<file path="src/wcpm_pkg.sv">
// wcpm_pkg: shared types and constants of the weighted cross product matrix block
// field widths, request and register codes, controller states, datapath control and status structs
// no dependencies
package wcpm_pkg;

  localparam int SAMPLE_W = 16;
  localparam int IDX_W    = 4;
  localparam int ELEM_W   = 10;
  localparam int LEN_W    = 11;
  localparam int PROD_W   = 32;
  localparam int TERM_W   = 33;
  localparam int ACC_W    = 48;
  localparam int CFG_AW   = 3;
  localparam int CFG_DW   = 32;

  localparam int DEF_MAX_VECTORS_A = 16;
  localparam int DEF_MAX_VECTORS_B = 16;
  localparam int DEF_MAX_LENGTH    = 1024;

  localparam logic [LEN_W-1:0] VECTOR_LENGTH_RST = LEN_W'(1024);

  typedef enum logic [1:0] {
    REQ_LOAD_A  = 2'd0,
    REQ_LOAD_B  = 2'd1,
    REQ_LOAD_M  = 2'd2,
    REQ_COMPUTE = 2'd3
  } req_type_t;

  typedef enum logic [0:0] {
    REG_VECTOR_LENGTH = 1'b0,
    REG_MASK_ENABLE   = 1'b1
  } cfg_reg_t;

  typedef enum logic [1:0] {
    ST_IDLE,
    ST_RUN,
    ST_DRAIN,
    ST_FINISH
  } state_t;

  typedef struct packed {
    logic clr;
    logic issue;
    logic mask_en;
  } mac_ctl_t;

  typedef struct packed {
    logic busy;
  } mac_sts_t;

endpackage

</file>
<file path="src/wcpm_mac.sv">
// wcpm_mac: multiply, mask weighting and saturating 48-bit accumulation
// four stages: operand capture (store read register, tracked by v1_r), products, weighted term, accumulate
// depends on wcpm_pkg
module wcpm_mac
  import wcpm_pkg::*;
(
  input  logic                       clk,
  input  logic                       rst_n,
  input  mac_ctl_t                   ctl,
  input  logic signed [SAMPLE_W-1:0] a_data,
  input  logic signed [SAMPLE_W-1:0] b_data,
  input  logic signed [SAMPLE_W-1:0] m_data,
  output mac_sts_t                   sts,
  output logic signed [ACC_W-1:0]    acc,
  output logic                       sat
);

  logic                     v1_r, v2_r, v3_r;
  logic signed [PROD_W-1:0] ab_r, mm_r;
  logic signed [PROD_W-1:0] ab_nxt, mm_nxt;
  logic        [14:0]       m2;
  logic signed [ACC_W-1:0]  wt;
  logic signed [TERM_W-1:0] term_r, term_nxt;
  logic signed [ACC_W:0]    sum;
  logic signed [ACC_W-1:0]  acc_r, acc_nxt;
  logic                     sat_r, sat_nxt;

  always_ff @(posedge clk) begin
    if (!rst_n) begin
      v1_r <= 1'b0;
      v2_r <= 1'b0;
      v3_r <= 1'b0;
    end else begin
      v1_r <= ctl.issue;
      v2_r <= v1_r;
      v3_r <= v2_r;
    end
  end

  // stage 2: raw products, mask square is never negative
  assign ab_nxt = a_data * b_data;
  assign mm_nxt = m_data * m_data;

  always_ff @(posedge clk) begin
    if (v1_r) begin
      ab_r <= ab_nxt;
      mm_r <= mm_nxt;
    end
  end

  // stage 3: squared mask to q1.15, clipped at full scale
  assign m2       = mm_r[30] ? 15'h7fff : mm_r[29:15];
  assign wt       = ab_r * $signed({1'b0, m2});
  assign term_nxt = ctl.mask_en ? TERM_W'(wt >>> 15) : TERM_W'(ab_r);

  always_ff @(posedge clk) begin
    if (v2_r) begin
      term_r <= term_nxt;
    end
  end

  // stage 4: accumulate and clamp each step
  assign sum = (ACC_W+1)'(acc_r) + (ACC_W+1)'(term_r);

  always_comb begin
    acc_nxt = acc_r;
    sat_nxt = sat_r;
    if (ctl.clr) begin
      acc_nxt = '0;
      sat_nxt = 1'b0;
    end else if (v3_r) begin
      if (sum[ACC_W] != sum[ACC_W-1]) begin
        acc_nxt = sum[ACC_W] ? {1'b1, {(ACC_W-1){1'b0}}} : {1'b0, {(ACC_W-1){1'b1}}};
        sat_nxt = 1'b1;
      end else begin
        acc_nxt = sum[ACC_W-1:0];
      end
    end
  end

  always_ff @(posedge clk) begin
    acc_r <= acc_nxt;
    sat_r <= sat_nxt;
  end

  assign sts.busy = v1_r | v2_r | v3_r;
  assign acc      = acc_r;
  assign sat      = sat_r;

  a_clr_zeroes: assert property (@(posedge clk) disable iff (!rst_n)
    ctl.clr |=> (acc_r == '0) && !sat_r)
    else $error("accumulator not cleared at start of product");

  a_clr_idle: assert property (@(posedge clk) disable iff (!rst_n)
    ctl.clr |-> !sts.busy && !ctl.issue)
    else $error("accumulator cleared with terms in flight");

  a_sat_sticky: assert property (@(posedge clk) disable iff (!rst_n)
    (sat_r && !ctl.clr) |=> sat_r)
    else $error("saturation flag lost before product delivered");

endmodule
</file>
<file path="config.mk">
export PLATFORM = sky130hd
export DESIGN_NAME = wcpm_mac
export DESIGN_NICKNAME = d
export VERILOG_FILES = /design/src/wcpm_pkg.sv /design/src/wcpm_mac.sv
export SDC_FILE = /design/constraint.sdc
export NUM_CORES = 2
export LEC_CHECK = 0
export ABC_AREA = 1
export BUFFER_PORTS_ARGS = -buffer_cell sky130_fd_sc_hd__buf_2
export CORE_ASPECT_RATIO = 0.5
export CORE_MARGIN = 2
export CORE_UTILIZATION = 68
export CTS_CLUSTER_SIZE = 28
export DETAILED_ROUTE_END_ITERATION = 6
export MAX_ROUTING_LAYER = met4
export PLACE_DENSITY = 0.89
export SETUP_SLACK_MARGIN = 0.1
export SYNTH_ARGS = -nofsm -noshare
export SYNTH_HDL_FRONTEND = slang
export SYNTH_SLANG_ARGS = --single-unit
</file>
<file path="constraint.sdc">
create_clock -name clk -period 14.4 [get_ports clk]
set_input_delay 0 -clock clk [delete_from_list [all_inputs] [get_ports clk]]
set_output_delay 0 -clock clk [all_outputs]
set_load 0.05 [all_outputs]
</file>
==> results.md <==
- Maximum clock frequency: 0.113 GHz
- Routed WL per cell: 19.8 µm
- Number of synthesized register bits: 133
- Setup TNS: 0 ps
- FF-to-FF setup slack: 5510 ps
- Synth Net Count: 6954
- P&R area growth vs syn: 3.73%
- Routed wire length on met2: 58800 µm
- Max-slew violations: 0
- Layout cells sized above 1: 0.0353
- TritonCTS Buffers: 17
- Critical path class: flop to flop
- IO Count: 103
- Met3 WL: 15300 µm
- Final setup viols: 0
- Worst path slowest cell: nor2_1
- Vias after detailed routing: 37400
- RD Place Congestion: 1.04
- Vias in the first global route: 39800
- HP Class: input port to flop
- RSZ-0062 raised after global routing: false
- Global-route wire length before repair: 208000 µm
- Reg clk slew, reported paths: 60 ps
- Post-CTS Setup Repair Bufs: 0
- Startpoint types: flop
- CTS Buffer Depth: 2
- Initial DRC Count: 3559
- Worst stage delay on the critical path: 1100 ps
- M1 WL: 48600 µm
- CP Data Required Time: 14580 ps
- Yosys cell types: 45
- Fin crit period: 8890 ps
- CTS tree: yes
- Cell taking the most area after synthesis: fa_1
- Final #Nets: 6920
- Via density: 5.75
- Final Hold Fails: 0
- Highest routed layer: met4
- Register area share after synthesis: 0.0785
- Post-synth top area share: 0.429
- YS warnings: 0
- Clock Tree Root: clkbuf_16
- Critical Path End Type: flop
- Largest net degree at the start of global routing: 51
- Crit share post-route: 0.617
- Syn avg cell area: 7.86 µm²
- Die area: 0.0673 mm²
- Initial Util: 0.684
- Most used cell, CP: fa_1
- CP cell instances: nor2_1 > clkinv_1 > buf_4 > nand2_1 > fa_1 > fa_1 > inv_1 > fa_1 > fa_1 > fa_1 > inv_1 > fa_1 > inv_1 > ha_1 > a21oi_1 > a21boi_0 > o21ai_0 > a21oi_1 > nand3_1 > or2_2 > nand3_1 > o21ai_0
- Post-synth EDFFs: 81
- Status: finished, violations left
- Rel. slew slack: 0.105
- Ys flop type: edfxtp_1
- Clock Skews: 27.6 ps
- Clock sink count: 133
- Initial antenna violation count: 9
- Crit path buf inv count: 5
- Async SR Flop Fraction: 0
- Worst EP arrival: 9070 ps
- 1st-pass router iterations: 7
- Core footprint: 0.0647 mm²
- Synthesized instance count: 5629
- Routed WL: 129000 µm
- Max FO, Critical Path: 17
- Worst-skew pair later-pin latency: 480 ps
- Gr ovfl total: 0
- FP Rows: 66
- DRC viols: 1
- Die W: 365 µm
- Total of max-cap violations: 0
- H-Tree Depth: 4
- Port bufs: 102
- Synth Cell Area: 0.0443 mm²
- Failing checks: design-rule violations
- CP top delay family: adder cells
- Overall Global Routing Usage: 0.413
- Die Y: 184 µm
- Top cells by area, synth: fa_1 (43%), inv_1 (13%), nand2_1 (10%), ha_1 (9.1%), edfxtp_1 (5.5%)
- Final ANT Viol Nets: 0
- CTS resizes: 0
- Actual slew at the worst max-slew pin: 1340 ps
- HPWL Detailed: 107000 µm
## cell type report
type | instances | area (µm²)
multi-input cells | 3780 | 34300
fillers | 5004 | 18700
inverters | 1538 | 5770
flip-flops and latches | 133 | 3470
well taps | 884 | 1110
repair buffers | 125 | 693
clock buffers | 22 | 485
clock inverters | 9 | 65.1
diodes | 9 | 22.5
## worst register-to-register path, delay by kind of cell, from the launching register on
family / cells / cell delay [ps]
compound gates: 5 / 1060
fa+ha+maj: 7 / 3440
buf+inv: 5 / 1740
flops: 1 / 630
simple gates: 5 / 1740
## final timing paths
kind	start	end	cells past startpoint
min	b_data[0]	ab_r[0]	3
min reg2reg	sat	sat	2
max reg2reg	mm_r[30]	term_r[24]	22
max	mm_r[30]	term_r[24]	22
## metal layers
| metal | up-vias | track usage |
|---|---|---|
| li1 | 16400 | - |
| met1 | 18100 | 0.513 |
| met2 | 2389 | 0.649 |
| met3 | 497 | 0.103 |
| met4 | 0 | 0.174 |
| met5 | - | - |
## registers in the layout, summed over array words and instances, names as in the netlist
signal / flops
sat: 1
acc: 48
v3_r: 1
ab_r: 32
mm_r: 16
v1_r: 1
term_r: 33
v2_r: 1
## Yosys cell counts (2+ instances only)
master	number
xor2_1	69
ha_1	323
o21bai_1	21
o221a_2	2
o31ai_1	3
clkinv_1	13
o21a_1	5
a221oi_1	2
xnor2_1	50
nand3b_1	7
and3_1	3
dfxtp_1	52
a21boi_0	8
nand4_1	25
nor2_2	6
nor2_1	499
o21ai_0	160
nand3_1	122
nand2_1	1190
buf_6	8
o211ai_1	5
a21o_1	20
o211a_1	2
a31o_2	2
a21oi_1	215
a211oi_1	2
fa_1	949
or2_0	3
nand2_2	8
nor3_1	32
inv_1	1521
buf_1	4
clkbuf_1	164
or2_2	14
nor4_1	8
a21oi_2	5
inv_2	4
a31oi_1	16
edfxtp_1	81
## cells by family after synthesis
family | after synthesis | share of synthesized area
AND/OR/NAND/NOR | 1919 | 0.172
AO/OA/AOI/OAI | 470 | 0.0588
flip-flops | 133 | 0.0785
adder cells (fa/ha/maj) | 1272 | 0.521
buffers and inverters | 1716 | 0.147
XOR/XNOR | 119 | 0.0235
## stage by stage
| step | util | hold WS (ps) | instance area (µm²) | setup WS (ps) | instances |
|---|---|---|---|---|---|
| 2_1_floorplan | - | 69.1 | 44300 | 8050 | 5629 |
| 3_3_place_gp | 0.701 | 182 | 45300 | 5950 | 6456 |
| 6_report | 0.710 | 98.7 | 45900 | 5510 | 6500 |
| 5_1_grt | 0.710 | 104 | 45900 | 5300 | 6500 |
| 4_1_cts | 0.710 | 76.3 | 45900 | 5770 | 6491 |
| 3_5_place_dp | 0.701 | 187 | 45300 | 5760 | 6456 |
## repair_timing
item                                    in CTS  in global routing
endpoints found under the hold margin        5                  0
endpoints found under the setup margin       0                  0
hold buffers                                 4                  0
## placed cells by master, fill, tap and decap left out, types with 21 or more instances in the layout
| master | count |
|---|---|
| inv_1 | 1521 |
| nand2_1 | 1190 |
| fa_1 | 949 |
| nor2_1 | 494 |
| ha_1 | 323 |
| a21oi_1 | 215 |
| o21ai_0 | 160 |
| nand3_1 | 122 |
| buf_2 | 102 |
| edfxtp_1 | 81 |
| xor2_1 | 69 |
| dfxtp_1 | 51 |
| xnor2_1 | 50 |
| nor3_1 | 32 |
| nand4_1 | 25 |
| o21bai_1 | 21 |
Power is left out: the tool's default activity adds up to more than one toggle a clock period on the data nets, which glitch-free logic cannot reach.
